File: config.mk
export PLATFORM = sky130hd
export DESIGN_NAME = bts_front_flat
export DESIGN_NICKNAME = d
export VERILOG_FILES = /design/src/design/bts_pkg.sv /design/src/design/bts_channels.sv /design/src/design/bts_front.sv /design/src/flat_wrapper.sv
export VERILOG_INCLUDE_DIRS = /design/src /design/src/design
export SDC_FILE = /design/constraint.sdc
export NUM_CORES = 1
export LEC_CHECK = 0
export BUFFER_PORTS_ARGS = -buffer_cell sky130_fd_sc_hd__buf_2
export CAP_MARGIN = 20
export CORE_ASPECT_RATIO = 0.9
export CORE_MARGIN = 1.5
export CORE_UTILIZATION = 35
export DETAILED_ROUTE_END_ITERATION = 10
export GPL_TIMING_DRIVEN = 0
export HOLD_SLACK_MARGIN = 0.06
export PLACE_DENSITY = 0.5
export SKIP_CTS_REPAIR_TIMING = 1
export SYNTH_ARGS = -nofsm -noshare
export SYNTH_HDL_FRONTEND = slang
export SYNTH_SLANG_ARGS = --single-unit
File: constraint.sdc
create_clock -name clock -period 16.3 [get_ports clock]
set_input_delay 2.445 -clock clock [delete_from_list [all_inputs] [get_ports clock]]
set_output_delay 2.445 -clock clock [all_outputs]
set_load 0.05 [all_outputs]
File: src/design/bilinear_texture_sampler_macros.svh
// ----------------------------------------------------------------------------
// Bilinear texture sampler assertion macros
// Shared concurrent assertion forms for the sampler RTL.
// ----------------------------------------------------------------------------
`ifndef BILINEAR_TEXTURE_SAMPLER_MACROS_SVH
`define BILINEAR_TEXTURE_SAMPLER_MACROS_SVH

// antecedent implies consequent in the same cycle
`define BTS_ASSERT_IMPLY(label, clk, rst, ante, cons) \
   label: assert property (@(posedge clk) disable iff (rst) (ante) |-> (cons)) \
      else $error("assertion failed");

// condition holds at every clock outside reset
`define BTS_ASSERT_ALWAYS(label, clk, rst, cond) \
   label: assert property (@(posedge clk) disable iff (rst) (cond)) \
      else $error("assertion failed");

`endif

File: src/design/bts_pkg.sv
// ----------------------------------------------------------------------------
// Bilinear texture sampler package
// Constants, codes and the item type passed from front to back.
// ----------------------------------------------------------------------------
`default_nettype none

package bts_pkg;

   localparam int MAX_TEXELS   = 65536;
   localparam int MAX_DIM      = 256;
   localparam int CHANNELS     = 3;
   localparam int CHANNEL_BITS = 16;

   localparam int ADDR_W  = $clog2(MAX_TEXELS);
   localparam int DIM_W   = 9;
   localparam int POS_W   = $clog2(MAX_DIM);
   localparam int FRAC_W  = 16;
   localparam int COORD_W = 32;
   localparam int SCALE_W = FRAC_W + POS_W;
   localparam int TEXEL_W = CHANNELS * CHANNEL_BITS;
   localparam int WGT_W   = FRAC_W + 2;
   localparam int ROW_W   = WGT_W + CHANNEL_BITS + 1;
   localparam int SUM_W   = WGT_W + ROW_W + 1;

   localparam int CSR_IDX_W  = 1;
   localparam int CSR_DATA_W = DIM_W;

   localparam int QUEUE_DEPTH = 4;
   localparam int QPTR_W      = $clog2(QUEUE_DEPTH);
   localparam int QCNT_W      = $clog2(QUEUE_DEPTH + 1) + 1;

   localparam logic CMD_WRITE  = 1'b0;
   localparam logic CMD_SAMPLE = 1'b1;

   localparam logic [CSR_IDX_W-1:0] CSR_TEX_WIDTH  = 1'b0;
   localparam logic [CSR_IDX_W-1:0] CSR_TEX_HEIGHT = 1'b1;

   typedef struct packed {
      logic                sample;
      logic                invalid;
      logic [ADDR_W-1:0]   addr;
      logic                step_x;
      logic [DIM_W-1:0]    stride;
      logic [FRAC_W-1:0]   w1x;
      logic [FRAC_W-1:0]   w1y;
      logic [TEXEL_W-1:0]  texel;
   } bts_item_type;

endpackage

`default_nettype wire

File: src/design/bts_channels.sv
// ----------------------------------------------------------------------------
// Bilinear texture sampler channels
// Valid/ready interfaces for the request and response words.
// ----------------------------------------------------------------------------
`default_nettype none

interface bts_req_if;
   import bts_pkg::*;
   logic                     valid;
   logic                     ready;
   logic                     cmd;
   logic [15:0]              texel_addr;
   logic signed [15:0]       in_ch0;
   logic signed [15:0]       in_ch1;
   logic signed [15:0]       in_ch2;
   logic signed [COORD_W-1:0] u_coord;
   logic signed [COORD_W-1:0] v_coord;
   logic                     flip_v;

   modport source (output valid, cmd, texel_addr, in_ch0, in_ch1, in_ch2,
                   u_coord, v_coord, flip_v, input ready);
   modport sink   (input valid, cmd, texel_addr, in_ch0, in_ch1, in_ch2,
                   u_coord, v_coord, flip_v, output ready);
endinterface


`default_nettype wire

File: src/design/bts_front.sv
// ----------------------------------------------------------------------------
// Sampler front end
// Accepts words, wraps and scales coordinates, forms base index and weights.
// ----------------------------------------------------------------------------
`default_nettype none

`include "bilinear_texture_sampler_macros.svh"

module bts_front (
   input  wire logic                   clock,
   input  wire logic                   reset,
   bts_req_if.sink                     req,
   input  wire logic [bts_pkg::DIM_W-1:0]  tex_width,
   input  wire logic [bts_pkg::DIM_W-1:0]  tex_height,
   input  wire logic [bts_pkg::QCNT_W-1:0] queue_count,
   output logic                        push,
   output bts_pkg::bts_item_type       push_item
);
   import bts_pkg::*;

   logic [DIM_W-1:0]   w_eff, h_eff;
   logic [POS_W-1:0]   wm1, hm1;
   logic [FRAC_W-1:0]  fu, fv;
   logic               accept;
   logic [QCNT_W-1:0]  credit;

   logic               a_valid_ff, a_valid_in;
   logic               a_sample_ff, a_invalid_ff, a_single_ff;
   logic [ADDR_W-1:0]  a_addr_ff;
   logic [TEXEL_W-1:0] a_texel_ff;
   logic [SCALE_W-1:0] a_su_ff, a_sv_ff;
   logic [DIM_W-1:0]   a_w_ff, a_h_ff;

   logic [POS_W-1:0]   px, py, xlim, ylim;
   logic [DIM_W-1:0]   wlim, hlim;
   logic [POS_W+DIM_W-1:0] base;

   logic               b_valid_ff;
   bts_item_type       b_item_ff, b_item_in;

   assign w_eff = (tex_width  > DIM_W'(MAX_DIM)) ? DIM_W'(MAX_DIM) : tex_width;
   assign h_eff = (tex_height > DIM_W'(MAX_DIM)) ? DIM_W'(MAX_DIM) : tex_height;
   assign wm1   = POS_W'(w_eff - DIM_W'(1));
   assign hm1   = POS_W'(h_eff - DIM_W'(1));

   assign credit    = queue_count + QCNT_W'(a_valid_ff) + QCNT_W'(b_valid_ff);
   assign req.ready = credit < QCNT_W'(QUEUE_DEPTH);
   assign accept    = req.valid && req.ready;
   assign a_valid_in = accept;

   assign fu = req.u_coord[FRAC_W-1:0];
   assign fv = req.flip_v ? FRAC_W'(0) - req.v_coord[FRAC_W-1:0]
                          : req.v_coord[FRAC_W-1:0];

   always_ff @(posedge clock) begin
      if (reset) begin
         a_valid_ff <= 1'b0;
         b_valid_ff <= 1'b0;
      end else begin
         a_valid_ff <= a_valid_in;
         b_valid_ff <= a_valid_ff;
      end
   end

   always_ff @(posedge clock) begin
      a_sample_ff  <= req.cmd == CMD_SAMPLE;
      a_single_ff  <= (w_eff == DIM_W'(1)) && (h_eff == DIM_W'(1));
      a_invalid_ff <= !((w_eff == DIM_W'(1)) && (h_eff == DIM_W'(1)))
                      && ((w_eff < DIM_W'(2)) || (h_eff < DIM_W'(2)));
      a_addr_ff    <= req.texel_addr[ADDR_W-1:0];
      a_texel_ff   <= {req.in_ch2, req.in_ch1, req.in_ch0};
      a_su_ff      <= SCALE_W'(fu) * SCALE_W'(wm1);
      a_sv_ff      <= SCALE_W'(fv) * SCALE_W'(hm1);
      a_w_ff       <= w_eff;
      a_h_ff       <= h_eff;
   end

   assign wlim = a_w_ff - DIM_W'(2);
   assign hlim = a_h_ff - DIM_W'(2);
   assign xlim = wlim[POS_W-1:0];
   assign ylim = hlim[POS_W-1:0];
   assign px = (a_su_ff[SCALE_W-1:FRAC_W] > xlim) ? xlim : a_su_ff[SCALE_W-1:FRAC_W];
   assign py = (a_sv_ff[SCALE_W-1:FRAC_W] > ylim) ? ylim : a_sv_ff[SCALE_W-1:FRAC_W];
   assign base = (POS_W+DIM_W)'(py) * (POS_W+DIM_W)'(a_w_ff) + (POS_W+DIM_W)'(px);

   always_comb begin
      b_item_in         = '0;
      b_item_in.sample  = a_sample_ff;
      b_item_in.invalid = a_invalid_ff;
      b_item_in.texel   = a_texel_ff;
      if (a_sample_ff) begin
         b_item_in.addr = a_single_ff ? '0 : base[ADDR_W-1:0];
      end else begin
         b_item_in.addr = a_addr_ff;
      end
      b_item_in.step_x = !a_single_ff;
      b_item_in.stride = a_single_ff ? '0 : a_w_ff;
      b_item_in.w1x    = a_single_ff ? '0 : a_su_ff[FRAC_W-1:0];
      b_item_in.w1y    = a_single_ff ? '0 : a_sv_ff[FRAC_W-1:0];
   end

   always_ff @(posedge clock) begin
      b_item_ff <= b_item_in;
   end

   assign push      = b_valid_ff;
   assign push_item = b_item_ff;

   `BTS_ASSERT_ALWAYS(a_credit_bound, clock, reset, credit <= QCNT_W'(QUEUE_DEPTH))
   `BTS_ASSERT_IMPLY(a_no_accept_full, clock, reset,
      queue_count == QCNT_W'(QUEUE_DEPTH), !req.ready)

endmodule

`default_nettype wire

File: src/flat_wrapper.sv
// flat-port wrapper written by rule: the top's interface ports become plain ports
module bts_front_flat import bts_pkg::*;
  (clock, reset, tex_width, tex_height, queue_count, push, push_item, req_valid, req_cmd, req_texel_addr, req_in_ch0, req_in_ch1, req_in_ch2, req_u_coord, req_v_coord, req_flip_v, req_ready);
  bts_req_if req_i ();
  input  wire logic clock;
  input  wire logic reset;
  input  wire logic [bts_pkg::DIM_W-1:0] tex_width;
  input  wire logic [bts_pkg::DIM_W-1:0] tex_height;
  input  wire logic [bts_pkg::QCNT_W-1:0] queue_count;
  output logic push;
  output bts_pkg::bts_item_type push_item;
  input wire logic [$bits(req_i.valid)-1:0] req_valid;
  input wire logic [$bits(req_i.cmd)-1:0] req_cmd;
  input wire logic [$bits(req_i.texel_addr)-1:0] req_texel_addr;
  input wire logic [$bits(req_i.in_ch0)-1:0] req_in_ch0;
  input wire logic [$bits(req_i.in_ch1)-1:0] req_in_ch1;
  input wire logic [$bits(req_i.in_ch2)-1:0] req_in_ch2;
  input wire logic [$bits(req_i.u_coord)-1:0] req_u_coord;
  input wire logic [$bits(req_i.v_coord)-1:0] req_v_coord;
  input wire logic [$bits(req_i.flip_v)-1:0] req_flip_v;
  output wire logic [$bits(req_i.ready)-1:0] req_ready;
  assign req_i.valid = req_valid;
  assign req_i.cmd = req_cmd;
  assign req_i.texel_addr = req_texel_addr;
  assign req_i.in_ch0 = req_in_ch0;
  assign req_i.in_ch1 = req_in_ch1;
  assign req_i.in_ch2 = req_in_ch2;
  assign req_i.u_coord = req_u_coord;
  assign req_i.v_coord = req_v_coord;
  assign req_i.flip_v = req_flip_v;
  assign req_ready = req_i.ready;
  bts_front u_core (.clock(clock), .reset(reset), .req(req_i), .tex_width(tex_width), .tex_height(tex_height), .queue_count(queue_count), .push(push), .push_item(push_item));
endmodule
==> metrics.md <==
| Metric | Value |
|---|---|
| Run status | finished clean |
| Routed WL per cell | around 15 µm |
| Synthesized Nets | ~2300 |
| Slowest CP cell | o311ai_0 |
| GP Congestion | around 0.84 |
| Commonest non-fill, non-tap cell in the layout | inv_1 |
| Top_reg_cell synth | dfxtp_1 |
| Fmax | 99.4 MHz |
| Top cells by area, synth | dfxtp_1 28%, fa_1 25%, ha_1 11% |
| CTS tree | done |
| Post-synth EDFFs | 0 |
| # diodes | 0 |
| Final Setup Violations | 0 |
| Final WS setup | roughly 6.2 ns |
| Critical Path Fanout Max | 10 |
| Register area share after synthesis | 0.282 |
| Layout cells sized above 1 | 0.150 |
| Antenna violations before repair | 0 |
| Die X | between 200 and 250 µm |
| Max-slew headroom | 0.342 |
| Final setup TNS | 0 ns |
| Final Skew | 0.0192 ns |
| Reg2reg path depth | 28 |
| Dpl ws | between 5 and 6 ns |
| Largest net degree at the start of global routing | 16 |
| Most frequent cells in the layout | 313 x inv_1, 242 x dfxtp_1, 232 x buf_2 |
| Gate Count Post-Synth | between 1500 and 2000 |
| Slowest stage delay, CP | about 0.55 ns |
| First-pass GRT wire length | 65700 µm |
| Worst-path clk slew | 0.06 ns |
| Worst path required time | 16.77 ns |
| Max-slew violation count | 0 |
| Insertion delay to the later sink of the worst-skew pair | 0.54 ns |
| Die area | 0.0505 mm² |
| Initial core utilization | 0.357 |
| Crit end category | flop |
| CP Launch Type | input port |
| HP Class | flop to flop |
| Asr flop ratio synth | 0 |
| H-tree depth | 1 |
| Vias in the first global route | 12583 |
| Drt total wl | 40100 µm |
| Top-area cell type share of the netlist area | 0.282 |
| Num CTS Buffers | 26 |
| Core area | approximately 0.048 mm² |
| Drc violations | 0 |
| Worst Setup Path Type | input port to flop |
| Cell Area, Synth | 0.0172 mm² |
| Io pins | roughly 270 |
| Gr ovfl total | 0 |
| IO buf count | 232 |
| Final ANT Viol Nets | 0 |
| RSZ-0062 raised after global routing | false |
| Hold Path Depth | 0 |
| CP cell instances | buf_2 > clkbuf_1 > nand2b_1 > clkbuf_1 > clkbuf_1 > ha_1 > or3b_2 > nor3_1 > xor2_1 > clkbuf_1 > nand2_1 > fa_1 > fa_1 > fa_1 > fa_1 > inv_1 > ha_1 > a21o_1 > a21oi_1 > a21boi_0 > o311ai_0 > o221ai_1 > or4_1 > nand4_1 |
| Synth area leader | dfxtp_1 |
| Number of synthesized register bits | between 200 and 250 |
| YS warnings | 0 |
| Mean Syn Cell Area | 9.64 µm² |
| Final Hold Viols | 0 |
| Clock buffer depth | 3 |
| Fin crit share | 0.617 |
| Clk root buf | clkbuf_16 |
| Via count | 12193 |
| Fillers | 4750 |
| CP Data Arrival Time | 10.53 ns |
| # nets final | 2564 |
| Worst slew pin tran | 0.959 ns |
| Netlist cell types | 63 |
| Rows | 76 |
| Final worst path period need | 10.06 ns |
| Max_cap viols | 0 |
| Total track usage | 0.161 |
| DRT Pass-1 Iters | 5 |
| Detailed Place HPWL | 33400 µm |
| CTS sink cnt | 242 |
| Drt first-iter violations | 458 |
| Area growth, synth to finish | 16.4% |
| Vias/cell | ~4.5 |
| Die height | 213 µm |
-- worst paths after layout --
check	startpoint	endpoint	slack (ns)
worst max register to register	u_core.a_h_ff[1]$_DFF_P_	u_core.push_item[105]$_DFF_P_	8.39
worst max-delay path	tex_width[8]	u_core.a_su_ff[21]$_DFF_P_	6.24
worst min-delay path	u_core.a_texel_ff[45]$_DFF_P_	u_core.push_item[45]$_DFF_P_	0.32
worst min register to register	u_core.a_texel_ff[45]$_DFF_P_	u_core.push_item[45]$_DFF_P_	0.32
-- final cells by class --
type                       count  area [µm²]  area share
multi-input combinational   1187       11000       0.551
sequential                   242        4840       0.242
inverter                     315        1180      0.0591
timing repair buffer         232        1160      0.0580
tap                          624         781      0.0390
clock buffer                  34         722      0.0361
clock inverter                14         150     0.00750
buffer                        40         150     0.00750
-- Yosys cell counts (all sizes together), types with 3 or more instances --
cell and n:
mux2i 3, inv 313, xnor2 49, clkbuf 36, nor2b 93, nor3 21, a31o 8, o22ai 4
ha 148, o31ai 8, o2bb2ai 7, and2 92, o21a 16, a21oi 49, buf 4, nor4 3
o21ai 41, nor2 126, dfxtp 242, nand2b 50, or2 23, nand2 105, nand4 4, and3 3
nand3 11, a31oi 8, a21o 18, xor2 31, fa 217, or3 6, o21bai 4, a211oi 6
-- through the flow --
stage / area, µm² / std cells / hold WS [ns] / utilization
after global placement: 19100 / 2640 / 0.310 / 0.397
after floorplan: 17200 / 1784 / 0.310 / -
after detailed placement: 19100 / 2640 / 0.312 / 0.397
after CTS: 20000 / 2688 / 0.325 / 0.415
final: 20000 / 2688 / 0.323 / 0.415
after global routing: 20000 / 2688 / 0.330 / 0.415
-- state kept, by name, summed over array words and instances, names as in the netlist, 8 cells and up --
signal             cells
u_core.a_sv_ff        24
u_core.a_su_ff        24
u_core.a_texel_ff     48
u_core.a_h_ff          8
u_core.push_item     108
u_core.a_w_ff          9
u_core.a_addr_ff      16
-- cell families after synthesis --
kind of cell             Yosys count  share of synthesized area
multiplexers                       4                    0.00240
flip-flops                       242                      0.282
buffers and inverters            355                     0.0774
XOR/XNOR                          80                     0.0418
AO/OA/AOI/OAI                    193                     0.0733
adder cells (fa/ha/maj)          365                      0.360
AND/OR/NAND/NOR                  545                      0.163
-- critical path: cells and delay by family --
family	cells	cell delay, ns
xor+xnor	1	0.50
compound gates	5	1.52
simple gates	6	1.55
fa+ha+maj	6	2.74
buf+inv	6	1.77
-- routing by layer --
layer / track usage / vias to the layer above / share of wire
met1: 0.222 / 5881 / 0.49
li1: - / 6065 / -
met2: 0.270 / 213 / 0.45
met3: 0.0236 / 34 / 0.044
met4: 0.0323 / 0 / 0.014
met5: 0 / - / 0
Power is not shown: default switching activity piles up to over one toggle a cycle in this logic, so the estimate is an artifact.
