===== src/design/bilinear_texture_sampler_macros.svh =====
// ----------------------------------------------------------------------------
// Bilinear texture sampler assertion macros
// Shared concurrent assertion forms for the sampler RTL.
// ----------------------------------------------------------------------------
`ifndef BILINEAR_TEXTURE_SAMPLER_MACROS_SVH
`define BILINEAR_TEXTURE_SAMPLER_MACROS_SVH

// antecedent implies consequent in the same cycle
`define BTS_ASSERT_IMPLY(label, clk, rst, ante, cons) \
   label: assert property (@(posedge clk) disable iff (rst) (ante) |-> (cons)) \
      else $error("assertion failed");

// condition holds at every clock outside reset
`define BTS_ASSERT_ALWAYS(label, clk, rst, cond) \
   label: assert property (@(posedge clk) disable iff (rst) (cond)) \
      else $error("assertion failed");

`endif


===== src/design/bts_pkg.sv =====
// ----------------------------------------------------------------------------
// Bilinear texture sampler package
// Constants, codes and the item type passed from front to back.
// ----------------------------------------------------------------------------
`default_nettype none

package bts_pkg;

   localparam int MAX_TEXELS   = 65536;
   localparam int MAX_DIM      = 256;
   localparam int CHANNELS     = 3;
   localparam int CHANNEL_BITS = 16;

   localparam int ADDR_W  = $clog2(MAX_TEXELS);
   localparam int DIM_W   = 9;
   localparam int POS_W   = $clog2(MAX_DIM);
   localparam int FRAC_W  = 16;
   localparam int COORD_W = 32;
   localparam int SCALE_W = FRAC_W + POS_W;
   localparam int TEXEL_W = CHANNELS * CHANNEL_BITS;
   localparam int WGT_W   = FRAC_W + 2;
   localparam int ROW_W   = WGT_W + CHANNEL_BITS + 1;
   localparam int SUM_W   = WGT_W + ROW_W + 1;

   localparam int CSR_IDX_W  = 1;
   localparam int CSR_DATA_W = DIM_W;

   localparam int QUEUE_DEPTH = 4;
   localparam int QPTR_W      = $clog2(QUEUE_DEPTH);
   localparam int QCNT_W      = $clog2(QUEUE_DEPTH + 1) + 1;

   localparam logic CMD_WRITE  = 1'b0;
   localparam logic CMD_SAMPLE = 1'b1;

   localparam logic [CSR_IDX_W-1:0] CSR_TEX_WIDTH  = 1'b0;
   localparam logic [CSR_IDX_W-1:0] CSR_TEX_HEIGHT = 1'b1;

   typedef struct packed {
      logic                sample;
      logic                invalid;
      logic [ADDR_W-1:0]   addr;
      logic                step_x;
      logic [DIM_W-1:0]    stride;
      logic [FRAC_W-1:0]   w1x;
      logic [FRAC_W-1:0]   w1y;
      logic [TEXEL_W-1:0]  texel;
   } bts_item_type;

endpackage

`default_nettype wire


===== src/design/bts_queue.sv =====
// ----------------------------------------------------------------------------
// Sampler item queue
// Short FIFO between the front end and the texel back end.
// ----------------------------------------------------------------------------
`default_nettype none

`include "bilinear_texture_sampler_macros.svh"

module bts_queue (
   input  wire logic                   clock,
   input  wire logic                   reset,
   input  wire logic                   push,
   input  wire bts_pkg::bts_item_type  push_item,
   input  wire logic                   pop,
   output logic                        head_valid,
   output bts_pkg::bts_item_type       head_item,
   output logic [bts_pkg::QCNT_W-1:0]  count
);
   import bts_pkg::*;

   bts_item_type       entry_ff [QUEUE_DEPTH];
   logic [QPTR_W-1:0]  wr_ptr_ff, rd_ptr_ff;
   logic [QCNT_W-1:0]  count_ff, count_in;

   assign count_in = count_ff + QCNT_W'(push) - QCNT_W'(pop);

   always_ff @(posedge clock) begin
      if (reset) begin
         wr_ptr_ff <= '0;
         rd_ptr_ff <= '0;
         count_ff  <= '0;
      end else begin
         if (push) begin
            wr_ptr_ff <= wr_ptr_ff + QPTR_W'(1);
         end
         if (pop) begin
            rd_ptr_ff <= rd_ptr_ff + QPTR_W'(1);
         end
         count_ff <= count_in;
      end
   end

   always_ff @(posedge clock) begin
      if (push) begin
         entry_ff[wr_ptr_ff] <= push_item;
      end
   end

   assign head_valid = count_ff != '0;
   assign head_item  = entry_ff[rd_ptr_ff];
   assign count      = count_ff;

   `BTS_ASSERT_ALWAYS(a_count_bound, clock, reset, count_ff <= QCNT_W'(QUEUE_DEPTH))
   `BTS_ASSERT_IMPLY(a_pop_nonempty, clock, reset, pop, count_ff != '0)
   `BTS_ASSERT_IMPLY(a_push_room, clock, reset, push, count_ff != QCNT_W'(QUEUE_DEPTH))

endmodule

`default_nettype wire


===== config.mk =====
export PLATFORM = sky130hd
export DESIGN_NAME = bts_queue
export DESIGN_NICKNAME = d
export VERILOG_FILES = /design/src/design/bts_pkg.sv /design/src/design/bts_queue.sv
export VERILOG_INCLUDE_DIRS = /design/src /design/src/design
export SDC_FILE = /design/constraint.sdc
export NUM_CORES = 1
export LEC_CHECK = 0
export BUFFER_PORTS_ARGS = -buffer_cell sky130_fd_sc_hd__buf_2
export CORE_MARGIN = 4
export CORE_UTILIZATION = 51
export CTS_CLUSTER_SIZE = 30
export DETAILED_ROUTE_END_ITERATION = 16
export PLACE_DENSITY = 0.86
export SLEW_MARGIN = 20
export SYNTH_ARGS = -nofsm -noshare
export SYNTH_HDL_FRONTEND = slang
export SYNTH_SLANG_ARGS = --single-unit
export TNS_END_PERCENT = 50

===== constraint.sdc =====
create_clock -name clock -period 3.6 [get_ports clock]
set_input_delay 0.72 -clock clock [delete_from_list [all_inputs] [get_ports clock]]
set_output_delay 0.72 -clock clock [all_outputs]
set_load 0.02 [all_outputs]

==> results of run 1 <==
==> routing by layer <==
metal	part of all wire (%)	GRT usage, %	up-vias
met5	0.13	0	-
met2	50	29.1	287
li1	-	-	3178
met4	1.5	3.85	6
met3	9.1	4.98	54
met1	40	23.6	3723
==> worst reg2reg max path, delay by kind of cell, from the launching register on <==
family | cells | cell delay, ps
adders and majority gates | 1 | 160
DFF | 1 | 350
buffers and inverters | 2 | 490
and+or+nand+nor | 1 | 460
==> sequential cells by signal, summed over array words and instances (netlist names), named ones only <==
name       count
wr_ptr_ff      2
rd_ptr_ff      2
count          4
entry_ff     432
==> worst max path at each step <==
stage	from	endpoint	slack, ps	depth (start not counted)
6_report	register	head_item[4]	580	3
5_1_grt	register	head_item[4]	420	3
4_1_cts	register	head_item[4]	490	3
3_5_place_dp	register	head_item[4]	1060	3
3_3_place_gp	register	head_item[25]	1090	3
2_1_floorplan	push	entry_ff[1][0]	-90	1
==> area by class of cell <==
class	instances	area, µm²
Timing Repair Buffer	242	1360
Clock buffer	55	1160
Antenna cell	1	2.50
Multi-Input combinational cell	143	2720
Inverter	9	33.8
Clock inverter	24	279
Tap cell	396	495
Sequential cell	442	13200
Fill cell	2010	11600
==> synth_stat cells <==
cell type,count
xnor2_1,2
nand2_1,1
a31o_2,1
mux2i_1,1
a21oi_1,2
and2_1,4
xor2_1,2
buf_6,3
edfxtp_1,432
nand3_1,2
nand2b_1,1
clkbuf_1,9
buf_8,1
nor2b_1,1
buf_2,12
dfxtp_1,10
ha_1,9
inv_1,9
fa_1,1
mux4_2,108
nor2_1,8
==> cell families (layout without fill, tap and decap cells) <==
family	Yosys count	in the layout	synth area share, %
mux	109	109	15.2
other cells	0	1	0
xor+xnor	4	4	0.218
buf+inv	34	330	1.10
compound gates	3	3	0.117
fa+ha+maj	10	10	0.826
flops	442	442	82.0
simple gates	17	17	0.506
==> report_power, final <==
part	internal [µW]	switching, µW	leakage [µW]
clock network	2730	1810	0.000697
registers	5920	79.4	0.00405
logic	544	797	0.00176
total	9190	2680	0.00651
==> through the flow <==
step                worst slack [ps]  hold slack (ps)  setup TNS, ps
floorplan                      -86.1              485         -18600
global placement                1090              506              0
detailed placement              1060              518              0
CTS                              487              381              0
global route                     419              389              0
finish                           581              409              0
==> placed cells by master (no fill, tap or decap) <==
master	instances
a31o_2	1
inv_1	9
inv_6	1
clkbuf_1	10
buf_12	8
xor2_1	2
nand2_1	1
mux2i_1	1
nand3_1	2
clkinv_2	6
dfxtp_1	8
edfxtp_1	432
ha_1	9
nor2_1	8
fa_1	1
mux4_2	108
diode_2	1
xnor2_1	2
inv_8	1
buf_4	10
nor2b_1	1
clkbuf_16	45
bufinv_16	6
clkinvlp_4	3
clkinv_1	7
buf_2	224
and2_4	4
a21oi_1	2
nand2b_1	1
dfxtp_4	2
==> impl_metrics.env, run 1 <==
export IMPL_outcome="finished, final reports clean"
export IMPL_crit_path_end_kind="output port"
export IMPL_layout_drive_gt1_share_pct=45.8
export IMPL_ys_warn_count=0
export IMPL_post_route_min_period_ps=3020
export IMPL_avgSynthCellArea_um2=25.9
export IMPL_power_uw=11900
export IMPL_initial_core_util_pct=52.1
export IMPL_rrSetupSlack_ps=1750
export IMPL_synth_seq_cells=442
export IMPL_clk_pin_slew_worst_paths_ps=60
export IMPL_yosysUniqueCellTypes=21
export IMPL_dieHeight_um=185
export IMPL_viasPerCell=5.52
export IMPL_netlist_instances=619
export IMPL_hold_end="entry_ff[1][75]"
export IMPL_hold_class="primary input to register"
export IMPL_clock_sinks=442
export IMPL_clkLatencyLatePin_ps=520
export IMPL_power_density_mw_per_mm2=617
export IMPL_fin_crit_sh_pct=83.9
export IMPL_regToRegStartpoint="wr_ptr_ff[0]"
export IMPL_ant_nets=0
export IMPL_coreArea_mm2=0.0308
export IMPL_synth_top_area_cell="edfxtp_1"
export IMPL_reg2reg_depth=4
export IMPL_maxCapViolCount=0
export IMPL_first_pass_iters=4
export IMPL_ir_drop_mv=0.552
export IMPL_synth_seq_area_share_pct=82.0
export IMPL_worst_pin_slew_ps=634
export IMPL_drt_total_wl_um=30000
export IMPL_grtUsageTotal_pct=17.5
export IMPL_cts_hold_buf=0
export IMPL_cts_buffers=45
export IMPL_dp_cells=1232
export IMPL_synth_area_mm2=0.0161
export IMPL_clockBufferDepth=3
export IMPL_fmax_mhz=331
export IMPL_final_nets=1005
export IMPL_grt_setup_unrepaired="no"
export IMPL_slowest_stage="dfxtp_4"
export IMPL_slowest_delay_ps=670
export IMPL_relSlewSlack_pct=57.8
export IMPL_cts_resized_gates=0
export IMPL_post_cts_repair_setup_buffers=0
export IMPL_die_x_um=185
export IMPL_stdcell_count=1312
export IMPL_min_path_cells=1
export IMPL_drc=0
export IMPL_cp_arrival_ps=2300
export IMPL_worstSetupStartpointType="register"
export IMPL_synthDominantCellAreaShare_pct=80.8
export IMPL_row_count=64
export IMPL_grt_pass1_wl_um=45900
export IMPL_crit_family="flip-flops"
export IMPL_place_area_mm2=0.0178
export IMPL_worst_path_max_fanout=22
export IMPL_cts_root_buf="clkbuf_16"
export IMPL_synth_fp_nets=741
export IMPL_dieArea_mm2=0.0344
export IMPL_setup_viol=0
export IMPL_cp_num_buf_inv=2
export IMPL_grt_pass1_vias=7972
export IMPL_critPathKind="register to output port"
export IMPL_drt_wirelength_per_cell_um=22.8
export IMPL_vias=7248
export IMPL_utilization_pct=62.4
export IMPL_antenna_found_initial=3
export IMPL_yosys_top_cells_area="edfxtp_1 81%, mux4_2 15%, dfxtp_1 1.2%"
export IMPL_grt_overflow_total=0
export IMPL_design_area_mm2=0.0192
export IMPL_cp_cell_sequence="buf_4, mux4_2, buf_2"
export IMPL_power_leakage_uw=0.00651
export IMPL_grt_max_degree=67
export IMPL_port_buffers=224
export IMPL_drt_first_iter_violations=511
export IMPL_cts_tree="yes"
export IMPL_drv_slew=0
export IMPL_place_congestion=0.744
export IMPL_required_ps=2880
export IMPL_syn2layout_area_growth_pct=19.8
export IMPL_htreeDepth=2
export IMPL_fin_worst_skew_ps=10.3
export IMPL_worstHoldStart="push_item[75]"
export IMPL_finalHoldViolCount=0
export IMPL_hpwlAfterDp_um=18600
export IMPL_ios=225
export IMPL_r2r_end="entry_ff[2][76]"
Note: power is estimated with default switching activity, not from simulation.
==> inputs of run 2 (changes only) <==
- CORE_UTILIZATION: 51 -> 57
- PLACE_DENSITY: 0.86 -> 0.9
- clock period: 3.6 -> 2.9 ns (I/O delays scaled with it)
==> impl_metrics.env, run 2 (synthesis results as in run 1) <==
export IMPL_viasPerCell=5.64
export IMPL_drt_wirelength_per_cell_um=23.9
export IMPL_port_buffers=224
export IMPL_outcome="finished, final reports clean"
export IMPL_ant_nets=0
export IMPL_clkLatencyLatePin_ps=520
export IMPL_largest_reg_flops=432
export IMPL_drv_slew=0
export IMPL_worst_path_max_fanout=29
export IMPL_crit_path_end_kind="output port"
export IMPL_grt_max_degree=43
export IMPL_drc=0
export IMPL_htreeDepth=2
export IMPL_rrSetupSlack_ps=1140
export IMPL_dp_cells=1216
export IMPL_clockBufferDepth=3
export IMPL_finalHoldViolCount=0
export IMPL_r2r_end="entry_ff[1][99]"
export IMPL_cts_buffers=44
export IMPL_row_count=61
export IMPL_grt_pass1_wl_um=47600
export IMPL_setup_viol=0
export IMPL_crit_family="multiplexers"
export IMPL_grt_setup_unrepaired="no"
export IMPL_first_pass_iters=5
export IMPL_die_x_um=176
export IMPL_relSlewSlack_pct=64.0
export IMPL_fmax_mhz=385
export IMPL_final_cell_mix="432 x edfxtp_1, 224 x buf_2, 108 x mux4_2"
export IMPL_final_common_cell="edfxtp_1"
export IMPL_slowest_stage="mux4_2"
export IMPL_ir_drop_mv=0.586
export IMPL_slowest_delay_ps=560
export IMPL_power_uw=14400
export IMPL_critPathKind="register to output port"
export IMPL_clk_pin_slew_worst_paths_ps=60
export IMPL_dieHeight_um=176
export IMPL_layout_drive_gt1_share_pct=45.4
export IMPL_reg2reg_depth=3
export IMPL_worstSetupStartpointType="register"
export IMPL_place_congestion=0.697
export IMPL_cp_cell_sequence="buf_12, mux4_2, buf_2"
export IMPL_antenna_found_initial=5
export IMPL_regMostFlops="entry_ff"
export IMPL_stdcell_count=1296
export IMPL_hpwlAfterDp_um=19500
export IMPL_hold_end="entry_ff[3][81]"
export IMPL_regToRegStartpoint="wr_ptr_ff[0]"
export IMPL_cts_root_buf="clkbuf_16"
export IMPL_design_area_mm2=0.0192
export IMPL_place_area_mm2=0.0179
export IMPL_coreArea_mm2=0.0278
export IMPL_initial_core_util_pct=57.8
export IMPL_dp_worst_setup_slack_ps=605
export IMPL_fin_worst_skew_ps=5.89
export IMPL_grt_pass1_vias=7875
export IMPL_drt_total_wl_um=31000
export IMPL_num_antenna_cells=0
export IMPL_clock_sinks=442
export IMPL_syn2layout_area_growth_pct=19.6
export IMPL_cp_arrival_ps=2020
export IMPL_grt_overflow_total=0
export IMPL_utilization_pct=69.2
export IMPL_final_nets=1010
export IMPL_power_density_mw_per_mm2=749
export IMPL_power_leakage_uw=0.00651
export IMPL_vias=7315
export IMPL_cts_hold_buf=0
export IMPL_worstHoldStart="push_item[81]"
export IMPL_maxCapViolCount=0
export IMPL_drt_first_iter_violations=622
export IMPL_cts_tree="yes"
export IMPL_ios=225
export IMPL_dieArea_mm2=0.0309
export IMPL_cp_num_buf_inv=2
export IMPL_grtUsageTotal_pct=20.4
export IMPL_hold_class="primary input to register"
export IMPL_fin_ws_ps=304
export IMPL_required_ps=2320
export IMPL_fin_crit_sh_pct=89.5
export IMPL_post_route_min_period_ps=2600
export IMPL_worst_pin_slew_ps=540
export IMPL_cts_resized_gates=0
export IMPL_min_path_cells=1
## run 2: worst max path at each step
| stage | startpoint | endpoint | cells after the start |
|---|---|---|---|
| floorplan | push | entry_ff[1][0] | 1 |
| global placement | register | head_item[46] | 3 |
| detailed placement | register | head_item[69] | 3 |
| CTS | register | head_item[69] | 3 |
| global route | register | head_item[103] | 3 |
| finish | register | head_item[46] | 3 |
## run 2: repair_timing
| action | CTS | global route |
|---|---|---|
| setup endpoints to repair | 0 | 34 |
| hold endpoints to repair | 0 | 0 |
| setup buffers | 0 | 4 |
## run 2: per-stage QoR
stage	setup TNS, ps	hold slack, ps
6_report	0	268
5_1_grt	0	249
4_1_cts	0	246
3_5_place_dp	0	518
3_3_place_gp	0	500
2_1_floorplan	-139560	485
## run 2: worst register-to-register path: cells and delay by family, from the launching register on
kind	cells	cell delay, ps
adders and majority gates	1	170
DFF	1	400
and+or+nand+nor	1	500
buffers and inverters	1	330
## run 2: area by class of cell
class,count,area (µm²)
inverter,9,33.8
timing repair buffer,248,1480
sequential,442,13200
clock inverter,20,164
clock buffer,56,1170
fill,1722,8570
tap,378,473
multi-input combinational,143,2720
## run 2: routing by layer
metal / vias to the layer above / track usage (%) / wire (µm)
li1: 3190 / - / -
met1: 3780 / 26.8 / 11700
met2: 279 / 34.7 / 16300
met3: 56 / 5.57 / 2270
met4: 10 / 4.55 / 613
met5: - / 0 / 62
## run 2: report_power, final
group	switching, µW	internal, µW
clock network	2160	3090
logic	992	697
registers	99.2	7350
==> inputs of run 3 (changes only) <==
==> constraint.sdc (replaced) <==
create_clock -name clock -period 2.9 [get_ports clock]
set_input_delay 0.58 -clock clock [delete_from_list [all_inputs] [get_ports clock]]
set_output_delay 0.58 -clock clock [all_outputs]
set_load 0.005 [all_outputs]
==> impl_metrics.env, run 3 (synthesis results as in run 1) <==
export IMPL_clk_pin_slew_worst_paths_ps=60
export IMPL_final_cell_mix="432 x edfxtp_1, 224 x buf_2, 108 x mux4_2"
export IMPL_row_count=61
export IMPL_cts_resized_gates=0
export IMPL_hpwlAfterDp_um=20200
export IMPL_final_common_cell="edfxtp_1"
export IMPL_cp_num_buf_inv=2
export IMPL_cp_arrival_ps=2110
export IMPL_place_congestion=0.732
export IMPL_cts_tree="yes"
export IMPL_slowest_delay_ps=600
export IMPL_relSlewSlack_pct=59.4
export IMPL_worst_path_max_fanout=28
export IMPL_grt_pass1_vias=8055
export IMPL_dp_cells=1219
export IMPL_post_cts_repair_setup_buffers=0
export IMPL_required_ps=2320
export IMPL_die_x_um=176
export IMPL_hold_class="primary input to register"
export IMPL_groute_layer_met3_usage_pct=4.99
export IMPL_dieArea_mm2=0.0309
export IMPL_grt_busiest_layer="met2"
export IMPL_slowest_stage="mux4_2"
export IMPL_worstSetupStartpointType="register"
export IMPL_finalHoldViolCount=0
export IMPL_reg2reg_depth=4
export IMPL_post_route_min_period_ps=2690
export IMPL_cts_root_buf="clkbuf_16"
export IMPL_power_leakage_uw=0.00652
export IMPL_final_nets=1008
export IMPL_ant_nets=0
export IMPL_cts_buffers=43
export IMPL_cts_hold_buf=0
export IMPL_regMostFlops="entry_ff"
export IMPL_grtUsageTotal_pct=21.0
export IMPL_dp_worst_setup_slack_ps=690
export IMPL_coreArea_mm2=0.0278
export IMPL_grt_max_degree=43
export IMPL_cp_cell_sequence="buf_4, mux4_2, buf_2"
export IMPL_fin_crit_sh_pct=92.7
export IMPL_grt_setup_unrepaired="no"
export IMPL_grt_pass1_wl_um=48800
export IMPL_clockBufferDepth=3
export IMPL_syn2layout_area_growth_pct=19.8
export IMPL_drt_first_iter_violations=562
export IMPL_htreeDepth=2
export IMPL_setup_viol=0
export IMPL_maxCapViolCount=0
export IMPL_layout_drive_gt1_share_pct=46.2
export IMPL_fin_ws_ps=211
export IMPL_outcome="finished, final reports clean"
export IMPL_drt_total_wl_um=31900
export IMPL_crit_cells=3
export IMPL_grt_overflow_total=0
export IMPL_vias=7379
export IMPL_drt_wirelength_per_cell_um=24.6
export IMPL_clock_sinks=442
export IMPL_ir_drop_mv=0.626
export IMPL_fin_worst_skew_ps=11.8
export IMPL_grtUsageMet1_pct=26.8
export IMPL_antenna_found_initial=6
export IMPL_fmax_mhz=372
export IMPL_drc=0
export IMPL_crit_path_end_kind="output port"
export IMPL_hold_ws_ps=269
export IMPL_port_buffers=224
export IMPL_power_uw=14200
export IMPL_worst_pin_slew_ps=609
export IMPL_dieHeight_um=176
export IMPL_viasPerCell=5.68
export IMPL_crit_family="buffers and inverters"
export IMPL_grt_use_met2_pct=36.7
export IMPL_first_pass_iters=5
export IMPL_min_path_cells=1
export IMPL_power_density_mw_per_mm2=737
export IMPL_critPathKind="register to output port"
export IMPL_clkLatencyLatePin_ps=520
export IMPL_drv_slew=0
export IMPL_rrSetupSlack_ps=1150
export IMPL_stdcell_count=1298
export IMPL_largest_reg_flops=432
export IMPL_initial_core_util_pct=57.8
export IMPL_ios=225
[run 3: changes by cell type in the layout (fill, tap and decap cells not counted)]
| cell | delta |
|---|---|
| clkbuf_1 | -3 |
| clkinvlp_4 | +3 |
| clkinv_1 | -4 |
| diode_2 | +2 |
| buf_12 | -1 |
| clkbuf_8 | +2 |
| clkinv_2 | +3 |
[run 3: area by class of cell]
class                   count  area (µm²)
clock buffers              55        1180
multi-input cells         143        2720
clock inverters            22         186
fillers                  1699        8540
inverters                   9        33.8
diodes                      2        5.00
well taps                 378         473
repair buffers            247        1460
flip-flops and latches    442       13200
[run 3: final timing paths]
| check | from | to |
|---|---|---|
| max | register | head_item[64] |
| min | push_item[24] | entry_ff[3][24] |
| max reg2reg | wr_ptr_ff[0] | entry_ff[0][1] |
| min reg2reg | rd_ptr_ff[0] | rd_ptr_ff[0] |
[run 3: per-stage QoR]
stage	util, %	area, µm²	TNS (ps)
floorplan	-	16100	-139560
global placement	64.3	17900	0
detailed placement	64.3	17900	0
CTS	69.2	19200	0
global route	69.2	19200	0
finish	69.2	19200	0
[run 3: routing by layer]
metal	share of wire [%]	up-vias
met5	0.12	-
met4	2.3	8
met3	6.9	62
met2	54	283
met1	37	3841
li1	-	3185
[run 3: where the power goes]
part	internal, µW	switching (µW)	leakage (µW)	total (µW)
clock network	3150	2190	0.000664	5340
logic	685	699	0.00181	1380
registers	7350	108	0.00405	7460
total	11200	3000	0.00652	14200
